## src/hw/rtl/bmlg_pkg.sv

```systemverilog
// ----------------------------------------------------------------------------
// bmlg_pkg
// shared types and constants for the bounded multi-kind random generator
// ----------------------------------------------------------------------------
package bmlg_pkg;

    // item modes
    localparam logic [1:0] MODE_DRAW  = 2'd0;
    localparam logic [1:0] MODE_LOAD  = 2'd1;
    localparam logic [1:0] MODE_SPLIT = 2'd2;

    // generator kinds
    localparam logic [2:0] KIND_MINSTD   = 3'd0;
    localparam logic [2:0] KIND_LEHMER16 = 3'd1;
    localparam logic [2:0] KIND_RAND     = 3'd2;
    localparam logic [2:0] KIND_RANDU    = 3'd3;
    localparam logic [2:0] KIND_WEYL     = 3'd4;

    // arithmetic constants
    localparam logic [31:0] MINSTD_MOD  = 32'h7FFF_FFFF;
    localparam logic [31:0] MINSTD_MULT = 32'd48271;
    localparam logic [31:0] LEHMER_MULT = 32'd75;
    localparam logic [17:0] LEHMER_MOD  = 18'd65537;
    localparam logic [31:0] RAND_MULT   = 32'd1103515245;
    localparam logic [31:0] RAND_INC    = 32'd12345;
    localparam logic [31:0] RANDU_MULT  = 32'd65539;
    localparam logic [31:0] WEYL_INC    = 32'd362437;

    // divider iteration counts
    localparam logic [5:0] DIV_ITERS_MOD   = 6'd32;
    localparam logic [5:0] DIV_ITERS_RANDU = 6'd31;

    typedef enum logic [2:0] {
        ST_IDLE,
        ST_MUL,
        ST_FOLD,
        ST_SCALE,
        ST_POST,
        ST_DIV,
        ST_OUT
    } state_t;

    typedef struct packed {
        logic        start;
        logic [30:0] rem_init;
        logic [31:0] dividend;
        logic [30:0] divisor;
        logic [5:0]  iters;
    } div_req_t;

    typedef struct packed {
        logic        done;
        logic [31:0] quotient;
        logic [30:0] remainder;
    } div_rsp_t;

    // main seed must stay away from the two fixed points
    function automatic logic [31:0] fix_main(input logic [31:0] s);
        logic [31:0] r;
        r = s;
        if (s == 32'd0 || s == MINSTD_MOD) begin
            r = 32'd1;
        end
        return r;
    endfunction

endpackage

```

## src/hw/rtl/bounded_multi_lcg_generator_unit.sv

```systemverilog
// ----------------------------------------------------------------------------
// bounded_multi_lcg_generator_unit
// five-kind seeded generator giving bounded draws, seed loads and child splits
// ----------------------------------------------------------------------------
//  channel  | ports                                   | dir | item
//  ---------+-----------------------------------------+-----+----------------------
//  input    | s_valid s_ready s_mode s_bound s_seed.. | in  | one request
//  result   | m_valid m_ready m_value m_child_*       | out | one result per request
//  config   | cfg_valid cfg_ready cfg_data            | in  | generator kind
//
//  draws of kinds 0, 1 and 4 step through multiply, fold, 32 divider passes plus
//  the done step, hand-off, idle; kind 3 adds scaling and a set-up step with 31
//  passes; kind 2 runs multiply, fold, scaling, set-up, hand-off; splits, zero-bound
//  and dead-seed draws go from fold to hand-off; loads and unused modes to hand-off
//  s_ready and cfg_ready are high only while the sequencer is idle; a finished
//  result waits in the output register, so the next item is taken while m_ready
//  is low; reset (synchronous, active low) gives kind 0, main seed 1, aux seed 0
// ----------------------------------------------------------------------------
module bounded_multi_lcg_generator_unit (
    input  logic        aclk,
    input  logic        aresetn,
    // input channel
    input  logic        s_valid,
    output logic        s_ready,
    input  logic [1:0]  s_mode,
    input  logic [30:0] s_bound,
    input  logic [63:0] s_seed_value,
    // result channel
    output logic        m_valid,
    input  logic        m_ready,
    output logic [30:0] m_value,
    output logic [31:0] m_child_main,
    output logic [31:0] m_child_aux,
    // configuration write channel
    input  logic        cfg_valid,
    output logic        cfg_ready,
    input  logic [2:0]  cfg_data
);
    import bmlg_pkg::*;

    // sequencer and architectural state
    state_t      state_reg, state_next;
    logic [2:0]  kind_reg, kind_next;
    logic [31:0] main_seed_reg, main_seed_next;
    logic [31:0] aux_seed_reg, aux_seed_next;

    // item in flight
    logic [1:0]  mode_reg, mode_next;
    logic [30:0] bound_reg, bound_next;
    logic [63:0] prod_reg, prod_next;
    logic [30:0] value_res_reg, value_res_next;
    logic [31:0] cmain_res_reg, cmain_res_next;
    logic [31:0] caux_res_reg, caux_res_next;

    // output register
    logic        m_valid_reg, m_valid_next;
    logic [30:0] m_value_reg, m_value_next;
    logic [31:0] m_child_main_reg, m_child_main_next;
    logic [31:0] m_child_aux_reg, m_child_aux_next;

    // shared multiplier operands
    logic [31:0] mul_a, mul_b;

    // seed fold of the registered product
    logic [31:0] ms_sum, ms_res;
    logic [15:0] lh_lo;
    logic [6:0]  lh_hi;
    logic [16:0] lh_t;
    logic [17:0] lh_wrap;
    logic [31:0] fold_seed;
    logic [31:0] split_aux;

    div_req_t    div_req;
    div_rsp_t    div_rsp;

    logic        s_accept;

    assign s_accept  = s_valid && s_ready;
    assign s_ready   = (state_reg == ST_IDLE);
    assign cfg_ready = (state_reg == ST_IDLE);

    // shared divider: modulo by the bound, or the randu scaling by 2^31-1
    bmlg_div u_div (
        .aclk    (aclk),
        .aresetn (aresetn),
        .req     (div_req),
        .rsp     (div_rsp)
    );

    // multiplier operand select: seed step first, then the scaling multiply
    always_comb begin
        mul_a = 32'd0;
        mul_b = 32'd0;
        if (state_reg == ST_MUL) begin
            case (kind_reg)
                KIND_MINSTD: begin
                    mul_a = main_seed_reg;
                    mul_b = MINSTD_MULT;
                end
                KIND_LEHMER16: begin
                    mul_a = 32'({1'b0, main_seed_reg[15:0]} + 17'd1);
                    mul_b = LEHMER_MULT;
                end
                KIND_RAND: begin
                    mul_a = main_seed_reg;
                    mul_b = RAND_MULT;
                end
                KIND_RANDU: begin
                    mul_a = main_seed_reg;
                    mul_b = RANDU_MULT;
                end
                default: begin
                    mul_a = 32'd0;
                    mul_b = 32'd0;
                end
            endcase
        end else if (state_reg == ST_SCALE) begin
            mul_a = {1'b0, bound_reg};
            if (kind_reg == KIND_RAND) begin
                mul_b = {17'd0, main_seed_reg[30:16]};
            end else begin
                // randu: seed is known nonzero here, so s-1 fits 31 bits
                mul_b = {1'b0, main_seed_reg[30:0] - 31'd1};
            end
        end
    end

    // reduce the product into the new main seed
    always_comb begin
        // mod 2^31-1: fold the high part onto the low part, then one subtract
        ms_sum = 32'(prod_reg[47:31]) + 32'(prod_reg[30:0]);
        ms_res = (ms_sum >= MINSTD_MOD) ? ms_sum - MINSTD_MOD : ms_sum;

        // mod 65537: 2^16 is -1, so take low minus high and wrap
        lh_lo   = prod_reg[15:0];
        lh_hi   = prod_reg[22:16];
        lh_wrap = 18'(lh_lo) + LEHMER_MOD - 18'(lh_hi);
        if (lh_lo >= 16'(lh_hi)) begin
            lh_t = 17'(lh_lo - 16'(lh_hi));
        end else begin
            lh_t = lh_wrap[16:0];
        end

        case (kind_reg)
            KIND_MINSTD:   fold_seed = ms_res;
            KIND_LEHMER16: fold_seed = 32'(lh_t) - 32'd1;
            KIND_RAND:     fold_seed = prod_reg[31:0] + RAND_INC;
            KIND_RANDU:    fold_seed = {1'b0, prod_reg[30:0]};
            KIND_WEYL:     fold_seed = main_seed_reg + WEYL_INC;
            default:       fold_seed = main_seed_reg;
        endcase

        split_aux = aux_seed_reg ^ fold_seed;
    end

    // sequencer
    always_comb begin
        state_next        = state_reg;
        kind_next         = kind_reg;
        main_seed_next    = main_seed_reg;
        aux_seed_next     = aux_seed_reg;
        mode_next         = mode_reg;
        bound_next        = bound_reg;
        prod_next         = prod_reg;
        value_res_next    = value_res_reg;
        cmain_res_next    = cmain_res_reg;
        caux_res_next     = caux_res_reg;
        m_value_next      = m_value_reg;
        m_child_main_next = m_child_main_reg;
        m_child_aux_next  = m_child_aux_reg;
        m_valid_next      = m_valid_reg && !m_ready;

        div_req.start    = 1'b0;
        div_req.rem_init = 31'd0;
        div_req.dividend = fold_seed;
        div_req.divisor  = bound_reg;
        div_req.iters    = DIV_ITERS_MOD;

        // config is written only while idle
        if (cfg_valid && cfg_ready) begin
            kind_next = cfg_data;
        end

        case (state_reg)
            ST_IDLE: begin
                if (s_accept) begin
                    mode_next      = s_mode;
                    bound_next     = s_bound;
                    value_res_next = 31'd0;
                    cmain_res_next = 32'd0;
                    caux_res_next  = 32'd0;
                    case (s_mode)
                        MODE_DRAW, MODE_SPLIT: begin
                            state_next = ST_MUL;
                        end
                        MODE_LOAD: begin
                            main_seed_next = fix_main(s_seed_value[31:0]);
                            aux_seed_next  = s_seed_value[31:0] ^ s_seed_value[63:32];
                            state_next     = ST_OUT;
                        end
                        default: begin
                            // unused mode: zeros, no state change
                            state_next = ST_OUT;
                        end
                    endcase
                end
            end

            ST_MUL: begin
                prod_next  = mul_a * mul_b;
                state_next = ST_FOLD;
            end

            ST_FOLD: begin
                main_seed_next = fold_seed;
                state_next     = ST_OUT;
                if (mode_reg == MODE_SPLIT) begin
                    aux_seed_next  = split_aux;
                    cmain_res_next = fix_main(split_aux);
                    caux_res_next  = ~split_aux;
                end else begin
                    case (kind_reg)
                        KIND_MINSTD, KIND_LEHMER16, KIND_WEYL: begin
                            // zero bound leaves the value at zero
                            if (bound_reg != 31'd0) begin
                                div_req.start = 1'b1;
                                state_next    = ST_DIV;
                            end
                        end
                        KIND_RAND: begin
                            state_next = ST_SCALE;
                        end
                        KIND_RANDU: begin
                            // a zero seed saturates the value at zero
                            if (fold_seed != 32'd0) begin
                                state_next = ST_SCALE;
                            end
                        end
                        default: begin
                            state_next = ST_OUT;
                        end
                    endcase
                end
            end

            ST_SCALE: begin
                prod_next  = mul_a * mul_b;
                state_next = ST_POST;
            end

            ST_POST: begin
                if (kind_reg == KIND_RAND) begin
                    value_res_next = prod_reg[45:15];
                    state_next     = ST_OUT;
                end else begin
                    // product / (2^31-1): high bits seed the remainder
                    div_req.start    = 1'b1;
                    div_req.rem_init = prod_reg[61:31];
                    div_req.dividend = {prod_reg[30:0], 1'b0};
                    div_req.divisor  = MINSTD_MOD[30:0];
                    div_req.iters    = DIV_ITERS_RANDU;
                    state_next       = ST_DIV;
                end
            end

            ST_DIV: begin
                if (div_rsp.done) begin
                    if (kind_reg == KIND_RANDU) begin
                        value_res_next = div_rsp.quotient[30:0];
                    end else begin
                        value_res_next = div_rsp.remainder;
                    end
                    state_next = ST_OUT;
                end
            end

            ST_OUT: begin
                // hand over once the output register is free
                if (!m_valid_reg || m_ready) begin
                    m_valid_next      = 1'b1;
                    m_value_next      = value_res_reg;
                    m_child_main_next = cmain_res_reg;
                    m_child_aux_next  = caux_res_reg;
                    state_next        = ST_IDLE;
                end
            end

            default: begin
                state_next = ST_IDLE;
            end
        endcase
    end

    // control state
    always_ff @(posedge aclk) begin
        if (!aresetn) begin
            state_reg     <= ST_IDLE;
            kind_reg      <= KIND_MINSTD;
            main_seed_reg <= 32'd1;
            aux_seed_reg  <= 32'd0;
            m_valid_reg   <= 1'b0;
        end else begin
            state_reg     <= state_next;
            kind_reg      <= kind_next;
            main_seed_reg <= main_seed_next;
            aux_seed_reg  <= aux_seed_next;
            m_valid_reg   <= m_valid_next;
        end
    end

    // payload
    always_ff @(posedge aclk) begin
        mode_reg         <= mode_next;
        bound_reg        <= bound_next;
        prod_reg         <= prod_next;
        value_res_reg    <= value_res_next;
        cmain_res_reg    <= cmain_res_next;
        caux_res_reg     <= caux_res_next;
        m_value_reg      <= m_value_next;
        m_child_main_reg <= m_child_main_next;
        m_child_aux_reg  <= m_child_aux_next;
    end

    assign m_valid      = m_valid_reg;
    assign m_value      = m_value_reg;
    assign m_child_main = m_child_main_reg;
    assign m_child_aux  = m_child_aux_reg;

    // divider finishes only while the sequencer waits for it
    a_div_done_in_div: assert property (@(posedge aclk) disable iff (!aresetn)
        div_rsp.done |-> (state_reg == ST_DIV))
        else $error("divider result outside the divide step");

    // minimal-standard step keeps the seed below 2^31-1
    a_minstd_range: assert property (@(posedge aclk) disable iff (!aresetn)
        (state_reg == ST_FOLD && kind_reg == KIND_MINSTD) |=>
        (main_seed_reg < MINSTD_MOD))
        else $error("minimal-standard seed out of range");

    // a modulo draw lands below its bound
    a_value_below_bound: assert property (@(posedge aclk) disable iff (!aresetn)
        (state_reg == ST_OUT && mode_reg == MODE_DRAW && bound_reg != 31'd0 &&
         (kind_reg == KIND_MINSTD || kind_reg == KIND_LEHMER16 ||
          kind_reg == KIND_WEYL)) |-> (value_res_reg < bound_reg))
        else $error("drawn value not below bound");

    // a result appears only from the hand-off step
    a_valid_from_out: assert property (@(posedge aclk) disable iff (!aresetn)
        $rose(m_valid_reg) |-> ($past(state_reg) == ST_OUT))
        else $error("result raised outside hand-off");

endmodule

```

## src/hw/rtl/bmlg_div.sv

```systemverilog
// ----------------------------------------------------------------------------
// bmlg_div
// radix-2 restoring divider, one quotient bit per cycle
// ----------------------------------------------------------------------------
module bmlg_div (
    input  logic                aclk,
    input  logic                aresetn,
    input  bmlg_pkg::div_req_t  req,
    output bmlg_pkg::div_rsp_t  rsp
);
    import bmlg_pkg::*;

    logic [30:0] rem_reg,  rem_next;
    logic [31:0] dvd_reg,  dvd_next;
    logic [31:0] quo_reg,  quo_next;
    logic [30:0] dsr_reg,  dsr_next;
    logic [5:0]  cnt_reg,  cnt_next;
    logic        busy_reg, busy_next;
    logic        done_reg, done_next;

    logic [31:0] trial;
    logic [32:0] diff;
    logic        ge;

    assign trial = {rem_reg, dvd_reg[31]};
    assign diff  = {1'b0, trial} - {2'b00, dsr_reg};
    assign ge    = ~diff[32];

    always_comb begin
        rem_next  = rem_reg;
        dvd_next  = dvd_reg;
        quo_next  = quo_reg;
        dsr_next  = dsr_reg;
        cnt_next  = cnt_reg;
        busy_next = busy_reg;
        done_next = 1'b0;
        if (req.start) begin
            rem_next  = req.rem_init;
            dvd_next  = req.dividend;
            dsr_next  = req.divisor;
            quo_next  = 32'd0;
            cnt_next  = req.iters;
            busy_next = 1'b1;
        end else if (busy_reg) begin
            rem_next = ge ? diff[30:0] : trial[30:0];
            dvd_next = {dvd_reg[30:0], 1'b0};
            quo_next = {quo_reg[30:0], ge};
            cnt_next = cnt_reg - 6'd1;
            if (cnt_reg == 6'd1) begin
                busy_next = 1'b0;
                done_next = 1'b1;
            end
        end
    end

    always_ff @(posedge aclk) begin
        if (!aresetn) begin
            cnt_reg  <= '0;
            busy_reg <= 1'b0;
            done_reg <= 1'b0;
        end else begin
            cnt_reg  <= cnt_next;
            busy_reg <= busy_next;
            done_reg <= done_next;
        end
    end

    always_ff @(posedge aclk) begin
        rem_reg <= rem_next;
        dvd_reg <= dvd_next;
        quo_reg <= quo_next;
        dsr_reg <= dsr_next;
    end

    assign rsp.done      = done_reg;
    assign rsp.quotient  = quo_reg;
    assign rsp.remainder = rem_reg;

endmodule
```

## config.mk

```make
export PLATFORM = sky130hd
export DESIGN_NAME = bounded_multi_lcg_generator_unit
export DESIGN_NICKNAME = d
export VERILOG_FILES = /design/src/hw/rtl/bmlg_pkg.sv /design/src/hw/rtl/bounded_multi_lcg_generator_unit.sv /design/src/hw/rtl/bmlg_div.sv
export SDC_FILE = /design/constraint.sdc
export NUM_CORES = 2
export LEC_CHECK = 0
export BUFFER_PORTS_ARGS = -buffer_cell sky130_fd_sc_hd__buf_2
export CORE_AREA = 2 2 353 355
export DETAILED_ROUTE_END_ITERATION = 6
export DIE_AREA = 0 0 355 357
export MAX_ROUTING_LAYER = met4
export PLACE_DENSITY = 0.77
export REMOVE_ABC_BUFFERS = 1
export SYNTH_ARGS = -nofsm -noshare
export SYNTH_HDL_FRONTEND = slang
export SYNTH_SLANG_ARGS = --single-unit
```

## constraint.sdc

```tcl
create_clock -name aclk -period 12.1 [get_ports aclk]
set_clock_uncertainty 0.1 [all_clocks]
set_input_delay 0.605 -clock aclk [delete_from_list [all_inputs] [get_ports aclk]]
set_output_delay 0.605 -clock aclk [all_outputs]
set_load 0.01 [all_outputs]
```

==> results.cfg <==
[status]
status = complete, no violations

[pwr]
powerDensity_nw_per_um2 = 176
cellLeakagePower_uw = 0.0301
ir_drop_mv = 0.182

[route]
first_pass_iters = 7
vias = 51200
drt_wl_total_mm = 219
drc = 0
drtIter0Drc = 5869
wl_per_cell_um = 25.7
ant_nets = 0
via_per_inst = 5.99

[yosys]
seq_area_frac_synth = 0.223
synthCells = 6725
synth_edf_count = 379
synth.ff_latch_count = 489
ys.flop_type = edfxtp_1
async_flop_share = 0
synth_cell_types = 104
synth_area_per_cell_um2 = 9.07
syn-cell-area_um2 = 61000
yosysWarnings = 0

[setup_path]
critical_path_class = flop to flop
cp_num_buf_inv = 8
slowest_delay_ns = 0.59
worstReg2RegStart = main_seed_reg[3]$_SDFFE_PN0P_
crit_arrival_ns = 11.86
slowest_stage = dfxtp_1
crit_family = adder cells
cp-start-kind = flop
r2r_setup_slack_ns = 0.55
r2r_end = prod_reg[61]$_DFFE_PP_
crit_top_cell = fa_1
crit_required_ns = 12.41
crit_fanout = 16
critPathCaptureType = flop
r2r_cells = 41

[timing]
rsz0062_at_grt = false
slew_headroom = 0.0362
fin_tns_setup_ns = 0
period_needed_ns = 11.55
finalCritPeriodShare = 0.955
final.setup.worst_slack_ns = 0.545
max_freq_mhz = 86.5
worst_slew_pin_slew_ns = 1.45
drv_slew = 0
hold_viol = 0
setup_viol = 0

[clock_tree]
htree_levels = 2
clock_latency_ns = 0.70
path_clk_slew_ns = 0.06
cts_tree = yes
clock_sinks = 489
clockRootBuffer = clkbuf_16
cts_buffers = 53
cts_buffer_depth = 3

[layout]
largest_reg_flops = 62
fin_util = 0.541
area_delta_synth_final_pct = 9.11
design_area_um2 = 66500
fin_cells = 8548
fillers = 11000
nets = 8208
drive_above_1_share = 0.0858

[floorplanning]
coreArea_um2 = 123000
num_io_pins = 203
initial_core_util = 0.496
die_x_um = 355
dieArea_um2 = 127000
die_h_um = 357
num_rows = 129

[grt]
grt_util_all_layers = 0.357
first_global_vias = 52400
grt_pass1_wl_mm = 327
grt_max_degree = 72
antenna_found_initial = 8
overflow = 0

[place]
pre_cts_slack_ns = 0.630
placement.cell_area_um2 = 64300
dp.cells = 8411
post-dp-hpwl_mm = 174
place.gp.congestion = 1.12
port_buffers = 202

[job]
drv_cap = 0

[min_path]
hold_path_depth = 1
worstHoldStart = s_bound[7]
holdCritPathClass = primary input to flop
holdPathEnd = bound_reg[7]$_DFFE_PP_
[worst reg2reg max path: cells and delay by family (launching register included)]
kind / cells / cell delay, ns
buf+inv: 8 / 0.72
fa+ha+maj: 9 / 4.33
flops: 1 / 0.59
compound gates: 11 / 3.22
simple gates: 12 / 2.25
xor+xnor: 1 / 0.10
[repair_timing]
item | CTS | global route
endpoints found under the hold margin | 27 | 0
endpoints found under the setup margin | 0 | 1
buffers inserted | 0 | 0
resized for setup | 0 | 1
hold buffers | 27 | 0
[cell families (layout without fill, tap and decap cells)]
family | after synthesis | count (layout) | share of synthesized area
AO/OA/AOI/OAI | 977 | 977 | 0.105
XOR/XNOR | 290 | 290 | 0.0417
adder cells (fa/ha/maj) | 1246 | 1246 | 0.363
buffers and inverters | 1465 | 1633 | 0.0910
flip-flops | 489 | 489 | 0.223
multiplexers | 100 | 100 | 0.0165
other | 2 | 20 | 0.000123
AND/OR/NAND/NOR | 2156 | 2156 | 0.160
[how the worst max path moves through the flow]
stage                              to                     startpoint  slack [ns]  depth (start not counted)
2_1_floorplan  prod_reg[60]$_DFFE_PP_      state_reg[0]$_SDFFE_PN0P_       -0.67                         31
3_3_place_gp   prod_reg[60]$_DFFE_PP_  main_seed_reg[3]$_SDFFE_PN0P_        0.64                         40
3_5_place_dp   prod_reg[60]$_DFFE_PP_  main_seed_reg[3]$_SDFFE_PN0P_        0.63                         40
4_1_cts        prod_reg[60]$_DFFE_PP_  main_seed_reg[3]$_SDFFE_PN0P_        0.55                         40
5_1_grt        prod_reg[61]$_DFFE_PP_  main_seed_reg[3]$_SDFFE_PN0P_        0.08                         41
6_report       prod_reg[61]$_DFFE_PP_  main_seed_reg[3]$_SDFFE_PN0P_        0.55                         41
[layout by cell type, fill, tap and decap left out, types with 13 or more instances in the layout]
cell and count:
a22o_1 14, dlygate4sd3_1 27, a31oi_1 59, dfxtp_1 107, inv_1 1098, nand4_1 54
buf_4 201, fa_1 873, or3_1 38, ha_1 373, o22ai_1 57, nand2b_1 60
nor2b_1 62, o21ai_0 246, nor2_1 639, and2_1 65, clkbuf_16 54, a211oi_1 24
nand3_1 93, a22oi_1 74, a21boi_0 13, or2_2 26, o211ai_1 36, nand2_1 842
o21a_1 35, edfxtp_1 379, xnor2_1 201, a21oi_1 178, nor4_1 61, o21bai_1 17
o31ai_1 18, a21o_1 48, nor3_1 79, mux2i_1 97, nor4b_1 13, o21ai_1 19
buf_2 202, xor2_1 89, and3_1 43
[synthesized netlist by cell type, drive strengths merged (14+ instances only)]
cell	instances	area share
inv	1101	0.068
fa	873	0.29
nand2	847	0.052
nor2	647	0.040
edfxtp	379	0.19
ha	373	0.077
clkbuf	313	0.019
o21ai	270	0.022
xnor2	201	0.029
a21oi	181	0.015
dfxtp	110	0.036
mux2i	97	0.016
nand3	94	0.0078
xor2	89	0.013
nor3	83	0.0069
a22oi	75	0.0092
and2	70	0.0072
nor4	65	0.0075
nor2b	63	0.0065
nand2b	61	0.0063
a31oi	60	0.0063
o22ai	57	0.0058
nand4	54	0.0055
a21o	48	0.0059
buf	48	0.0037
and3	43	0.0044
or3	38	0.0039
o211ai	36	0.0044
o21a	36	0.0044
or2	29	0.0030
a211oi	27	0.0035
o31ai	19	0.0026
o21bai	17	0.0021
a22o	14	0.0020
[per-stage QoR]
| stage | power [uW] | hold slack [ns] |
|---|---|---|
| after floorplan | 7080 | 0.300 |
| after global routing | 12200 | 0.0148 |
| after detailed placement | 9620 | 0.305 |
| after CTS | 11400 | 0.00323 |
| final | 11700 | 0.0304 |
| after global placement | 9480 | 0.301 |
[area by class of cell]
cell class,count,area [um^2],area share
Clock buffer,63,1400,0.0210
Sequential cell,489,13600,0.204
Inverter,1104,4140,0.0623
Tap cell,1637,2050,0.0308
Timing Repair Buffer,430,2790,0.0419
Multi-Input combinational cell,4779,42000,0.632
Clock inverter,36,503,0.00756
Antenna cell,10,25.0,0.000376
[metal layers]
layer | vias up | routed length [um] | global-route usage
li1 | 22100 | - | -
met1 | 25100 | 80800 | 0.434
met2 | 3172 | 94300 | 0.521
met3 | 826 | 27800 | 0.108
met4 | 0 | 16500 | 0.222
met5 | - | 0 | -
[report_power, final]
part	internal [uW]	leakage, uW	switching (uW)
Sequential	2680	0.00448	638
Clock	1030	0.000908	760
Combinational	2120	0.0247	4450
Total	5830	0.0301	5850
Power figures use the tool's default switching activity.
